===== config.mk =====
export PLATFORM = sky130hd
export DESIGN_NAME = x25_packet_layer_rx_fsm_flat
export DESIGN_NICKNAME = d
export VERILOG_FILES = /design/src/hw/rtl/x25rx_pkg.sv /design/src/hw/rtl/x25rx_ifs.sv /design/src/hw/rtl/x25rx_step.sv /design/src/hw/rtl/x25_packet_layer_rx_fsm.sv /design/src/flat_wrapper.sv
export SDC_FILE = /design/constraint.sdc
export NUM_CORES = 1
export LEC_CHECK = 0
export BUFFER_PORTS_ARGS = -buffer_cell sky130_fd_sc_hd__buf_2
export CAP_MARGIN = 10
export CORE_MARGIN = 5
export CORE_UTILIZATION = 52
export DETAILED_ROUTE_END_ITERATION = 8
export GPL_TIMING_DRIVEN = 0
export PLACE_DENSITY = 0.72
export SYNTH_ARGS = -nofsm -noshare
export SYNTH_HDL_FRONTEND = slang
export SYNTH_SLANG_ARGS = --single-unit

===== constraint.sdc =====
create_clock -name clk -period 5.19 [get_ports clk]
set_clock_uncertainty 0.15 [all_clocks]
set_input_delay 0.519 -clock clk [delete_from_list [all_inputs] [get_ports clk]]
set_output_delay 0.519 -clock clk [all_outputs]
set_load 0.02 [all_outputs]

===== src/hw/rtl/x25rx_pkg.sv =====
package x25rx_pkg;

  localparam int unsigned SEQ_W      = 7;
  localparam int unsigned TIMER_W    = 16;
  localparam int unsigned CFG_IDX_W  = 2;
  localparam int unsigned CFG_DATA_W = 16;

  localparam logic [SEQ_W-1:0] EXT_SEQ_MASK = 7'h7F;
  localparam logic [SEQ_W-1:0] STD_SEQ_MASK = 7'h07;

  localparam logic [CFG_IDX_W-1:0] CFG_EXT_NUMBERING = 2'd0;
  localparam logic [CFG_IDX_W-1:0] CFG_RECV_WINDOW   = 2'd1;
  localparam logic [CFG_IDX_W-1:0] CFG_ACK_HOLDBACK  = 2'd2;
  localparam logic [CFG_IDX_W-1:0] CFG_RESET_WAIT    = 2'd3;

  localparam logic [3:0] ACT_CALL_ACCEPTED = 4'd0;
  localparam logic [3:0] ACT_CLEAR_REQ     = 4'd1;
  localparam logic [3:0] ACT_CLEAR_CONF    = 4'd2;
  localparam logic [3:0] ACT_RESET_REQ     = 4'd3;
  localparam logic [3:0] ACT_RESET_CONF    = 4'd4;
  localparam logic [3:0] ACT_RR            = 4'd5;
  localparam logic [3:0] ACT_RNR           = 4'd6;
  localparam logic [3:0] ACT_DATA          = 4'd7;
  localparam logic [3:0] ACT_INTERRUPT     = 4'd8;
  localparam logic [3:0] ACT_INT_CONF      = 4'd9;
  localparam logic [3:0] ACT_LOCAL_CALL    = 4'd11;
  localparam logic [3:0] ACT_LOCAL_CLEAR   = 4'd12;
  localparam logic [3:0] ACT_LOCAL_SENT    = 4'd13;
  localparam logic [3:0] ACT_LOCAL_RX_RDY  = 4'd14;

  localparam logic [2:0] PH_READY         = 3'd0;
  localparam logic [2:0] PH_AWAIT_ACCEPT  = 3'd1;
  localparam logic [2:0] PH_AWAIT_CLEAR   = 3'd2;
  localparam logic [2:0] PH_DATA_TRANSFER = 3'd3;
  localparam logic [2:0] PH_AWAIT_RESET   = 3'd4;

  localparam logic [2:0] PKT_NONE       = 3'd0;
  localparam logic [2:0] PKT_RESET_CONF = 3'd1;
  localparam logic [2:0] PKT_CLEAR_CONF = 3'd2;
  localparam logic [2:0] PKT_RESET_REQ  = 3'd3;
  localparam logic [2:0] PKT_RR         = 3'd4;
  localparam logic [2:0] PKT_RNR        = 3'd5;
  localparam logic [2:0] PKT_INT_CONF   = 3'd6;

  localparam logic [1:0] CLOSE_NONE    = 2'd0;
  localparam logic [1:0] CLOSE_REFUSED = 2'd1;
  localparam logic [1:0] CLOSE_NORMAL  = 2'd2;

  typedef struct packed {
    logic               extended_numbering;
    logic [SEQ_W-1:0]   receive_window;
    logic [TIMER_W-1:0] ack_holdback_ticks;
    logic [TIMER_W-1:0] reset_wait_ticks;
  } x25rx_cfg_t;

  typedef struct packed {
    logic [2:0]         call_phase;
    logic [SEQ_W-1:0]   next_send;
    logic [SEQ_W-1:0]   next_recv;
    logic [SEQ_W-1:0]   peer_acked;
    logic [SEQ_W-1:0]   last_acked_recv;
    logic               peer_busy;
    logic               own_busy;
    logic               ack_pending;
    logic               interrupt_outstanding;
    logic [TIMER_W-1:0] timer_value;
    logic               call_closed;
  } x25rx_state_t;

  typedef struct packed {
    logic [3:0]       action;
    logic [SEQ_W-1:0] send_seq;
    logic [SEQ_W-1:0] ack_seq_in;
    logic             more_data;
    logic             sink_ready;
  } x25rx_item_t;

  typedef struct packed {
    logic [2:0]         call_state;
    logic [2:0]         send_packet;
    logic               deliver;
    logic               last_fragment;
    logic               urgent_notice;
    logic [TIMER_W-1:0] timer_load;
    logic [1:0]         close_reason;
    logic               state_changed;
    logic [SEQ_W-1:0]   recv_seq_out;
    logic [SEQ_W-1:0]   acked_seq_out;
  } x25rx_res_t;

endpackage


===== src/hw/rtl/x25rx_ifs.sv =====
interface x25rx_in_if;
  logic       valid;
  logic       ready;
  logic [3:0] action;
  logic [6:0] send_seq;
  logic [6:0] ack_seq_in;
  logic       more_data;
  logic       sink_ready;

  modport source (output valid, action, send_seq, ack_seq_in, more_data, sink_ready,
                  input ready);
  modport sink (input valid, action, send_seq, ack_seq_in, more_data, sink_ready,
                output ready);
endinterface

interface x25rx_out_if;
  logic        valid;
  logic        ready;
  logic [2:0]  call_state;
  logic [2:0]  send_packet;
  logic        deliver;
  logic        last_fragment;
  logic        urgent_notice;
  logic [15:0] timer_load;
  logic [1:0]  close_reason;
  logic        state_changed;
  logic [6:0]  recv_seq_out;
  logic [6:0]  acked_seq_out;

  modport source (output valid, call_state, send_packet, deliver, last_fragment,
                  urgent_notice, timer_load, close_reason, state_changed,
                  recv_seq_out, acked_seq_out,
                  input ready);
  modport sink (input valid, call_state, send_packet, deliver, last_fragment,
                urgent_notice, timer_load, close_reason, state_changed,
                recv_seq_out, acked_seq_out,
                output ready);
endinterface


===== src/hw/rtl/x25rx_step.sv =====
module x25rx_step
  import x25rx_pkg::*;
(
  input  x25rx_cfg_t   cfg,
  input  x25rx_state_t st,
  input  x25rx_item_t  item,
  output x25rx_state_t st_nxt,
  output x25rx_res_t   res
);

  logic [SEQ_W-1:0] mask;
  logic [SEQ_W-1:0] ns;
  logic [SEQ_W-1:0] nr;
  logic [SEQ_W-1:0] nr_span;
  logic [SEQ_W-1:0] vs_span;
  logic [SEQ_W-1:0] win_edge;
  logic [SEQ_W-1:0] sent_span;

  x25rx_state_t s;

  always_comb begin
    mask = cfg.extended_numbering ? EXT_SEQ_MASK : STD_SEQ_MASK;
    ns   = item.send_seq & mask;
    nr   = item.ack_seq_in & mask;

    s = st;
    s.next_send       = st.next_send & mask;
    s.next_recv       = st.next_recv & mask;
    s.peer_acked      = st.peer_acked & mask;
    s.last_acked_recv = st.last_acked_recv & mask;

    nr_span   = (nr - s.peer_acked) & mask;
    vs_span   = (s.next_send - s.peer_acked) & mask;
    sent_span = (s.next_send + 7'd1 - s.peer_acked) & mask;
    win_edge  = '0;

    res               = '0;
    res.send_packet   = PKT_NONE;
    res.close_reason  = CLOSE_NONE;

    case (s.call_phase)
      PH_READY: begin
        if (item.action == ACT_LOCAL_CALL) begin
          s.peer_busy             = 1'b0;
          s.own_busy              = 1'b0;
          s.ack_pending           = 1'b0;
          s.next_send             = '0;
          s.next_recv             = '0;
          s.peer_acked            = '0;
          s.last_acked_recv       = '0;
          s.interrupt_outstanding = 1'b0;
          s.timer_value           = '0;
          s.call_closed           = 1'b0;
          s.call_phase            = PH_AWAIT_ACCEPT;
        end
      end
      PH_AWAIT_ACCEPT: begin
        if (item.action == ACT_CALL_ACCEPTED) begin
          s.peer_busy       = 1'b0;
          s.own_busy        = 1'b0;
          s.ack_pending     = 1'b0;
          s.next_send       = '0;
          s.next_recv       = '0;
          s.peer_acked      = '0;
          s.last_acked_recv = '0;
          s.timer_value     = '0;
          s.call_phase      = PH_DATA_TRANSFER;
          res.state_changed = !st.call_closed;
        end else if (item.action == ACT_CLEAR_REQ) begin
          s.call_phase      = PH_READY;
          res.close_reason  = CLOSE_REFUSED;
          res.state_changed = !st.call_closed;
          s.call_closed     = 1'b1;
        end else if (item.action == ACT_LOCAL_CLEAR) begin
          s.timer_value = '0;
          s.call_phase  = PH_AWAIT_CLEAR;
        end
      end
      PH_AWAIT_CLEAR: begin
        if (item.action inside {ACT_CLEAR_REQ, ACT_CLEAR_CONF}) begin
          s.call_phase      = PH_READY;
          res.close_reason  = CLOSE_NORMAL;
          res.state_changed = !st.call_closed;
          s.call_closed     = 1'b1;
        end
      end
      PH_DATA_TRANSFER: begin
        if (item.action == ACT_RESET_REQ) begin
          res.send_packet   = PKT_RESET_CONF;
          s.peer_busy       = 1'b0;
          s.own_busy        = 1'b0;
          s.ack_pending     = 1'b0;
          s.next_send       = '0;
          s.next_recv       = '0;
          s.peer_acked      = '0;
          s.last_acked_recv = '0;
          s.timer_value     = '0;
        end else if (item.action == ACT_CLEAR_REQ) begin
          res.send_packet   = PKT_CLEAR_CONF;
          s.call_phase      = PH_READY;
          res.close_reason  = CLOSE_NORMAL;
          res.state_changed = !st.call_closed;
          s.call_closed     = 1'b1;
        end else if (item.action inside {ACT_RR, ACT_RNR, ACT_DATA}) begin
          s.peer_busy = (item.action == ACT_RNR);
          if (nr_span > vs_span) begin
            res.send_packet   = PKT_RESET_REQ;
            s.peer_busy       = 1'b0;
            s.own_busy        = 1'b0;
            s.ack_pending     = 1'b0;
            s.next_send       = '0;
            s.next_recv       = '0;
            s.peer_acked      = '0;
            s.last_acked_recv = '0;
            s.call_phase      = PH_AWAIT_RESET;
            s.timer_value     = cfg.reset_wait_ticks;
          end else begin
            s.peer_acked = nr;
            if (item.action == ACT_DATA && !s.own_busy) begin
              if (ns == s.next_recv) begin
                if (item.sink_ready) begin
                  s.next_recv       = (s.next_recv + 7'd1) & mask;
                  res.deliver       = 1'b1;
                  res.last_fragment = !item.more_data;
                end else begin
                  s.own_busy = 1'b1;
                end
              end
              win_edge = (s.last_acked_recv + cfg.receive_window) & mask;
              if (win_edge == s.next_recv) begin
                s.ack_pending     = 1'b0;
                s.timer_value     = '0;
                res.send_packet   = s.own_busy ? PKT_RNR : PKT_RR;
                s.last_acked_recv = s.next_recv;
              end else begin
                s.ack_pending = 1'b1;
                s.timer_value = cfg.ack_holdback_ticks;
              end
            end
          end
        end else if (item.action == ACT_INT_CONF) begin
          s.interrupt_outstanding = 1'b0;
        end else if (item.action == ACT_INTERRUPT) begin
          res.urgent_notice = 1'b1;
          res.send_packet   = PKT_INT_CONF;
        end else if (item.action == ACT_LOCAL_CLEAR) begin
          s.timer_value = '0;
          s.call_phase  = PH_AWAIT_CLEAR;
        end else if (item.action == ACT_LOCAL_SENT) begin
          if (sent_span != '0) begin
            s.next_send = (s.next_send + 7'd1) & mask;
          end
        end else if (item.action == ACT_LOCAL_RX_RDY) begin
          if (s.own_busy) begin
            s.own_busy        = 1'b0;
            s.ack_pending     = 1'b0;
            res.send_packet   = PKT_RR;
            s.last_acked_recv = s.next_recv;
            s.timer_value     = '0;
          end
        end
      end
      PH_AWAIT_RESET: begin
        if (item.action inside {ACT_RESET_REQ, ACT_RESET_CONF}) begin
          s.timer_value     = '0;
          s.peer_busy       = 1'b0;
          s.own_busy        = 1'b0;
          s.ack_pending     = 1'b0;
          s.next_send       = '0;
          s.next_recv       = '0;
          s.peer_acked      = '0;
          s.last_acked_recv = '0;
          s.call_phase      = PH_DATA_TRANSFER;
        end else if (item.action == ACT_CLEAR_REQ) begin
          res.send_packet   = PKT_CLEAR_CONF;
          s.timer_value     = '0;
          s.call_phase      = PH_READY;
          res.close_reason  = CLOSE_NORMAL;
          res.state_changed = !st.call_closed;
          s.call_closed     = 1'b1;
        end else if (item.action == ACT_LOCAL_CLEAR) begin
          s.timer_value = '0;
          s.call_phase  = PH_AWAIT_CLEAR;
        end
      end
      default: begin
      end
    endcase

    st_nxt            = s;
    res.call_state    = s.call_phase;
    res.timer_load    = s.timer_value;
    res.recv_seq_out  = s.next_recv;
    res.acked_seq_out = s.peer_acked;
  end

endmodule


===== src/hw/rtl/x25_packet_layer_rx_fsm.sv =====
// Channel   Dir  Handshake          Content
// in_ch     in   valid/ready        one decoded packet or local action per word
// out_ch    out  valid/ready        one result word per input word
// cfg_*     in   cfg_we, no ready   register index and write data
//
// Each word passes an input register and a result register; its result is registered
// when it advances. One word per cycle is sustained while out_ch is ready, limited only
// by the single step of the call state update between the two registers.
// Reset is synchronous on rst_n and restores the call state and register defaults.
// A stalled out_ch holds its result while one more input word waits in the input register.
module x25_packet_layer_rx_fsm
  import x25rx_pkg::*;
(
  input  logic                  clk,
  input  logic                  rst_n,
  x25rx_in_if.sink              in_ch,
  x25rx_out_if.source           out_ch,
  input  logic                  cfg_we,
  input  logic [CFG_IDX_W-1:0]  cfg_index,
  input  logic [CFG_DATA_W-1:0] cfg_wdata
);

  x25rx_cfg_t   cfg_r;
  x25rx_state_t st_r;
  x25rx_state_t st_nxt;
  x25rx_item_t  item_r;
  x25rx_item_t  item_nxt;
  x25rx_res_t   res_r;
  x25rx_res_t   res_nxt;
  logic         in_valid_r;
  logic         out_valid_r;
  logic         advance;

  assign advance      = in_valid_r && (!out_valid_r || out_ch.ready);
  assign in_ch.ready  = !in_valid_r || advance;

  assign item_nxt.action     = in_ch.action;
  assign item_nxt.send_seq   = in_ch.send_seq;
  assign item_nxt.ack_seq_in = in_ch.ack_seq_in;
  assign item_nxt.more_data  = in_ch.more_data;
  assign item_nxt.sink_ready = in_ch.sink_ready;

  x25rx_step u_step (
    .cfg    (cfg_r),
    .st     (st_r),
    .item   (item_r),
    .st_nxt (st_nxt),
    .res    (res_nxt)
  );

  always_ff @(posedge clk) begin
    if (!rst_n) begin
      cfg_r.extended_numbering <= 1'b0;
      cfg_r.receive_window     <= 7'd2;
      cfg_r.ack_holdback_ticks <= 16'd300;
      cfg_r.reset_wait_ticks   <= 16'd18000;
    end else if (cfg_we) begin
      case (cfg_index)
        CFG_EXT_NUMBERING: cfg_r.extended_numbering <= cfg_wdata[0];
        CFG_RECV_WINDOW:   cfg_r.receive_window     <= cfg_wdata[SEQ_W-1:0];
        CFG_ACK_HOLDBACK:  cfg_r.ack_holdback_ticks <= cfg_wdata[TIMER_W-1:0];
        CFG_RESET_WAIT:    cfg_r.reset_wait_ticks   <= cfg_wdata[TIMER_W-1:0];
        default: begin
        end
      endcase
    end
  end

  always_ff @(posedge clk) begin
    if (!rst_n) begin
      in_valid_r <= 1'b0;
    end else if (in_ch.ready) begin
      in_valid_r <= in_ch.valid;
    end
  end

  always_ff @(posedge clk) begin
    if (in_ch.valid && in_ch.ready) begin
      item_r <= item_nxt;
    end
  end

  always_ff @(posedge clk) begin
    if (!rst_n) begin
      st_r <= '0;
    end else if (advance) begin
      st_r <= st_nxt;
    end
  end

  always_ff @(posedge clk) begin
    if (!rst_n) begin
      out_valid_r <= 1'b0;
    end else if (advance) begin
      out_valid_r <= 1'b1;
    end else if (out_ch.ready) begin
      out_valid_r <= 1'b0;
    end
  end

  always_ff @(posedge clk) begin
    if (advance) begin
      res_r <= res_nxt;
    end
  end

  assign out_ch.valid         = out_valid_r;
  assign out_ch.call_state    = res_r.call_state;
  assign out_ch.send_packet   = res_r.send_packet;
  assign out_ch.deliver       = res_r.deliver;
  assign out_ch.last_fragment = res_r.last_fragment;
  assign out_ch.urgent_notice = res_r.urgent_notice;
  assign out_ch.timer_load    = res_r.timer_load;
  assign out_ch.close_reason  = res_r.close_reason;
  assign out_ch.state_changed = res_r.state_changed;
  assign out_ch.recv_seq_out  = res_r.recv_seq_out;
  assign out_ch.acked_seq_out = res_r.acked_seq_out;

  a_res_tracks_state: assert property (@(posedge clk) disable iff (!rst_n)
    out_valid_r |-> (res_r.call_state == st_r.call_phase &&
                     res_r.recv_seq_out == st_r.next_recv &&
                     res_r.acked_seq_out == st_r.peer_acked))
    else $error("result word does not match the call state");

  a_deliver_in_data: assert property (@(posedge clk) disable iff (!rst_n)
    (out_valid_r && res_r.deliver) |-> res_r.call_state == PH_DATA_TRANSFER)
    else $error("data delivered outside data transfer");

  a_last_needs_deliver: assert property (@(posedge clk) disable iff (!rst_n)
    (out_valid_r && res_r.last_fragment) |-> res_r.deliver)
    else $error("last fragment flagged without delivery");

  a_pipe_moves: assert property (@(posedge clk) disable iff (!rst_n)
    (in_valid_r && !out_valid_r) |=> out_valid_r)
    else $error("pending word did not reach the result register");

endmodule

===== src/flat_wrapper.sv =====
// flat-port wrapper written by rule: the top's interface ports become plain ports
module x25_packet_layer_rx_fsm_flat import x25rx_pkg::*;
  (clk, rst_n, cfg_we, cfg_index, cfg_wdata, in_ch_valid, in_ch_action, in_ch_send_seq, in_ch_ack_seq_in, in_ch_more_data, in_ch_sink_ready, in_ch_ready, out_ch_valid, out_ch_call_state, out_ch_send_packet, out_ch_deliver, out_ch_last_fragment, out_ch_urgent_notice, out_ch_timer_load, out_ch_close_reason, out_ch_state_changed, out_ch_recv_seq_out, out_ch_acked_seq_out, out_ch_ready);
  x25rx_in_if in_ch_i ();
  x25rx_out_if out_ch_i ();
  input  logic clk;
  input  logic rst_n;
  input  logic cfg_we;
  input  logic [CFG_IDX_W-1:0] cfg_index;
  input  logic [CFG_DATA_W-1:0] cfg_wdata;
  input wire logic [$bits(in_ch_i.valid)-1:0] in_ch_valid;
  input wire logic [$bits(in_ch_i.action)-1:0] in_ch_action;
  input wire logic [$bits(in_ch_i.send_seq)-1:0] in_ch_send_seq;
  input wire logic [$bits(in_ch_i.ack_seq_in)-1:0] in_ch_ack_seq_in;
  input wire logic [$bits(in_ch_i.more_data)-1:0] in_ch_more_data;
  input wire logic [$bits(in_ch_i.sink_ready)-1:0] in_ch_sink_ready;
  output wire logic [$bits(in_ch_i.ready)-1:0] in_ch_ready;
  output wire logic [$bits(out_ch_i.valid)-1:0] out_ch_valid;
  output wire logic [$bits(out_ch_i.call_state)-1:0] out_ch_call_state;
  output wire logic [$bits(out_ch_i.send_packet)-1:0] out_ch_send_packet;
  output wire logic [$bits(out_ch_i.deliver)-1:0] out_ch_deliver;
  output wire logic [$bits(out_ch_i.last_fragment)-1:0] out_ch_last_fragment;
  output wire logic [$bits(out_ch_i.urgent_notice)-1:0] out_ch_urgent_notice;
  output wire logic [$bits(out_ch_i.timer_load)-1:0] out_ch_timer_load;
  output wire logic [$bits(out_ch_i.close_reason)-1:0] out_ch_close_reason;
  output wire logic [$bits(out_ch_i.state_changed)-1:0] out_ch_state_changed;
  output wire logic [$bits(out_ch_i.recv_seq_out)-1:0] out_ch_recv_seq_out;
  output wire logic [$bits(out_ch_i.acked_seq_out)-1:0] out_ch_acked_seq_out;
  input wire logic [$bits(out_ch_i.ready)-1:0] out_ch_ready;
  assign in_ch_i.valid = in_ch_valid;
  assign in_ch_i.action = in_ch_action;
  assign in_ch_i.send_seq = in_ch_send_seq;
  assign in_ch_i.ack_seq_in = in_ch_ack_seq_in;
  assign in_ch_i.more_data = in_ch_more_data;
  assign in_ch_i.sink_ready = in_ch_sink_ready;
  assign in_ch_ready = in_ch_i.ready;
  assign out_ch_valid = out_ch_i.valid;
  assign out_ch_call_state = out_ch_i.call_state;
  assign out_ch_send_packet = out_ch_i.send_packet;
  assign out_ch_deliver = out_ch_i.deliver;
  assign out_ch_last_fragment = out_ch_i.last_fragment;
  assign out_ch_urgent_notice = out_ch_i.urgent_notice;
  assign out_ch_timer_load = out_ch_i.timer_load;
  assign out_ch_close_reason = out_ch_i.close_reason;
  assign out_ch_state_changed = out_ch_i.state_changed;
  assign out_ch_recv_seq_out = out_ch_i.recv_seq_out;
  assign out_ch_acked_seq_out = out_ch_i.acked_seq_out;
  assign out_ch_i.ready = out_ch_ready;
  x25_packet_layer_rx_fsm u_core (.clk(clk), .rst_n(rst_n), .in_ch(in_ch_i), .out_ch(out_ch_i), .cfg_we(cfg_we), .cfg_index(cfg_index), .cfg_wdata(cfg_wdata));
endmodule

==> summary.txt <==
Synthesis
  – FF+latch count, synth: roughly 150
  – Syn Inst Count: slightly above 1000
  – Most used flip-flop cell after synthesis: dfxtp_1
  – Post-synth EDFFs: 62
  – Seq/Total Area, Yosys: 0.4149
  – Syn Area/Cell: between 8 and 9 sq um
  – Mapped Area: 8879 sq um
  – Post-synthesis net count: ~1100
  – Yosys cell types: 78
  – Synth warnings: 0
  – Async set-or-reset flop fraction in the synthesized netlist: 0

STA
  – Final hold viol count: 0
  – Fmax: 201.7 MHz
  – Final Setup Violations: 0
  – Setup TNS: 0 ns
  – Fin crit share: 0.9553
  – Max-slew headroom: 0.1342
  – Measured slew at the worst slew-check pin: between 1 and 1.5 ns
  – Worst setup margin: 0.2318 ns
  – RSZ-0062 raised after global routing: no
  – Fin crit period: between 4 and 5 ns
  – Max-slew violation count: 0

Global route
  – Initial antenna violation count: 0
  – First-pass GRT wire length: between 40 and 50 mm
  – Global route overflow: 0
  – Largest net degree at the start of global routing: 38
  – Number of global-route vias before repair: approximately 7700
  – GRT Total Usage: 0.2574

Pwr
  – Logic gate share of total power: 0.124
  – Pint: roughly 2.1 mW
  – LEAKAGE: between 3 and 4 nW
  – Tot Pwr: approximately 2.9 mW
  – Clock power share: 0.427
  – Peak supply drop: between 200 and 250 uV
  – Sw Pwr: around 820 uW
  – Register share of total power: 0.449
  – Pwr Density: about 280 nW/um^2
  – Switching share of total power: 0.2807

Route
  – Metal-1 WL: 12.07 mm
  – Post-DRT Antenna Nets: 0
  – Total vias in the final route: ~8300
  – Residual DRC count: 0
  – Met3 WL post-DR: approximately 2.4 mm
  – Post-DR wirelength/cell: between 15 and 20 microns
  – 1st-iter DRT viols: ~930
  – Via-per-instance ratio: 6.042
  – Met2 Wirelength: between 10 and 15 mm
  – Drt first pass iters: 6
  – Top layer in use: met4
  – Routed WL: 25.99 mm

Finish
  – Nets: 1221
  – # diodes: 0
  – P&R area growth vs syn: 16.04%
  – Post-layout util: 0.6191
  – Layout cells sized above 1: 0.1447

Setup path
  – Crit Path Max Fanout: 10
  – CP Cell Sequence: buf_6 > clkbuf_4 > buf_4 > clkbuf_4 > nand2_1 > ha_1 > a21o_1 > a21oi_1 > xor2_1 > nor2_1 > ha_1 > a21o_1 > a21oi_2 > inv_1 > o31a_1 > buf_4 > buf_4 > o31ai_1 > a32oi_1 > o21ai_0 > nor2_1 > a211oi_1
  – CP required: between 5 and 6 ns
  – Crit end category: register
  – CP Data Arrival Time: ~5.2 ns
  – Crit path max-delay cell type: o31a_1
  – Max stage delay on crit path: around 0.40 ns
  – Startpoint types: register
  – Critical path's most frequent cell: buf_4
  – Crit path kind: reg -> reg

Floorplan
  – Die width: about 140 microns
  – Die span in y: between 100 and 150 microns
  – FP Rows: 47
  – Initial Utilization: 0.5335
  – Die area: about 20000 sq um
  – IO Pins: a little under 90
  – Core footprint: 16640 sq um

Placement
  – Final Wtd Congestion: approximately 0.95
  – Final HPWL DP: about 19 mm
  – I/O Buffers: between 80 and 90
  – Place WS: -1.144 ns

Clocking
  – CTS Buf Count: 17
  – CTS tree: yes
  – Clk buf depth: 2
  – Reg clk slew, reported paths: about 0.070 ns
  – Clk sinks: roughly 150
  – Later-pin clock latency in the skew report: approximately 0.43 ns
  – Root Driver: clkbuf_16
  – H-tree depth: 4
  – # hold bufs at CTS: 0

Status
  – Outcome: finished clean

Flow run
  – Max Cap Viol: 0

Worst hold path
  – HP Class: in -> reg
worst paths after layout:
kind	from	endpoint	slack (ns)	cells past startpoint
worst max-delay path	u_core.cfg_r[39]$_SDFFE_PN0P_	u_core.st_r[36]$_SDFFE_PN0P_	0.23	22
worst min-delay path	in_ch_send_seq[2]	u_core.item_r[11]$_DFFE_PP_	0.12	1
worst max register to register	u_core.cfg_r[39]$_SDFFE_PN0P_	u_core.st_r[36]$_SDFFE_PN0P_	0.23	22
worst min register to register	u_core.cfg_r[22]$_SDFFE_PN0P_	u_core.cfg_r[22]$_SDFFE_PN0P_	0.31	2
worst max-delay path: cells and delay by family, from the launching register on:
kind	cells	cell delay [ns]
AND/OR/NAND/NOR	3	0.28
flip-flops	1	0.38
XOR/XNOR	1	0.18
adder cells (fa/ha/maj)	2	0.68
AO/OA/AOI/OAI	9	1.99
buffers and inverters	7	1.22
registers in the layout, indices dropped and copies added (netlist names):
register,cells
u_core.st_r,49
u_core.out_ch.deliver,1
u_core.out_ch.recv_seq_out,7
u_core.out_ch.timer_load,16
u_core.out_ch.valid,1
u_core.in_valid_r,1
u_core.out_ch.last_fragment,1
u_core.out_ch.close_reason,2
u_core.out_ch.state_changed,1
u_core.out_ch.call_state,3
u_core.cfg_r,40
u_core.out_ch.send_packet,3
u_core.out_ch.urgent_notice,1
u_core.item_r,20
u_core.out_ch.acked_seq_out,7
logic make-up (layout without fill, tap and decap cells):
kind of cell | Yosys count | in the layout | synth area share
adders and majority gates | 37 | 37 | 0.05553
AOI/OAI and AO/OA | 293 | 293 | 0.2217
DFF | 153 | 153 | 0.4149
and+or+nand+nor | 408 | 408 | 0.2132
buffers and inverters | 95 | 216 | 0.04326
muxes | 13 | 13 | 0.01480
xor gates and xnor gates | 34 | 34 | 0.03664
synthesized netlist by cell type, types with 5 or more instances:
cell,instances,area [sq um]
xor2_1,16,140.1
buf_1,7,26.28
a31oi_1,9,56.30
o211a_1,5,50.05
and3_1,5,31.28
xnor2_1,16,140.1
nor2_1,77,289.0
inv_1,29,108.9
edfxtp_1,62,1862
a22o_1,38,332.8
a211oi_1,9,67.56
nor3_1,22,110.1
clkbuf_1,51,191.4
nor4_1,9,56.30
and2_1,13,81.33
nor3b_1,5,37.54
nand2_1,179,671.9
mux2i_1,12,120.1
nand2b_1,6,37.54
or2_2,8,50.05
o31ai_1,6,45.04
ha_1,33,412.9
nor2b_1,9,56.30
a21oi_1,103,515.5
nand4_1,8,50.05
a21o_1,15,112.6
nand3_1,45,225.2
o21ai_0,47,235.2
o22ai_1,5,31.28
dfxtp_1,91,1822
stage by stage:
step	hold WS (ns)	instances	area, sq um
6_report	0.1164	1374	10300
5_1_grt	0.1129	1374	10300
4_1_cts	0.1077	1373	10240
3_5_place_dp	0.2991	1340	9608
3_3_place_gp	0.2937	1338	9579
2_1_floorplan	0.2866	1033	8879
power by group through the flow:
stage                     clock network (mW)  logic (mW)  registers, mW
after floorplan                            0       0.204           1.34
after global placement                     0       0.325           1.33
after detailed placement                   0       0.330           1.33
after CTS                               1.25       0.342           1.31
after global routing                    1.30       0.390           1.31
final                                   1.24       0.361           1.31
final cells by class:
type	count	area, sq um
fillers	1496	6340
multi-input cells	785	4865
flip-flops and latches	153	3685
repair buffers	89	467.9
clock buffers	18	432.9
plain buffers	65	307.8
well taps	220	275.3
clock inverters	14	156.4
inverters	30	112.6
what timing repair did:
| item | CTS | global route |
|---|---|---|
| gates resized for setup | 14 | 19 |
| pin swaps | 0 | 0 |
| setup endpoints to repair | 86 | 52 |
| buffers inserted | 1 | 1 |
routing by layer:
metal / vias to the layer above / GRT usage
met4: 0 / 0.08057
met2: 410 / 0.3841
met1: 3852 / 0.3781
met3: 50 / 0.04944
met5: - / 0
li1: 3990 / -
placed cells by master, fill, tap and decap left out, types with 8 or more instances in the layout:
cell type / instances
clkbuf_1: 43
mux2i_1: 12
inv_1: 29
nor2_1: 76
clkbuf_16: 17
nor2b_1: 9
o21ai_0: 47
a21oi_1: 101
edfxtp_1: 62
nor3_1: 21
a21o_1: 15
nand2_1: 179
nand3_1: 45
ha_1: 33
or2_2: 8
xnor2_1: 16
dfxtp_1: 90
and2_1: 13
nor4_1: 8
buf_2: 88
xor2_1: 16
nand4_1: 8
a31oi_1: 9
a22o_1: 38
a211oi_1: 9
No activity file was read; power rests on OpenSTA's default activity.
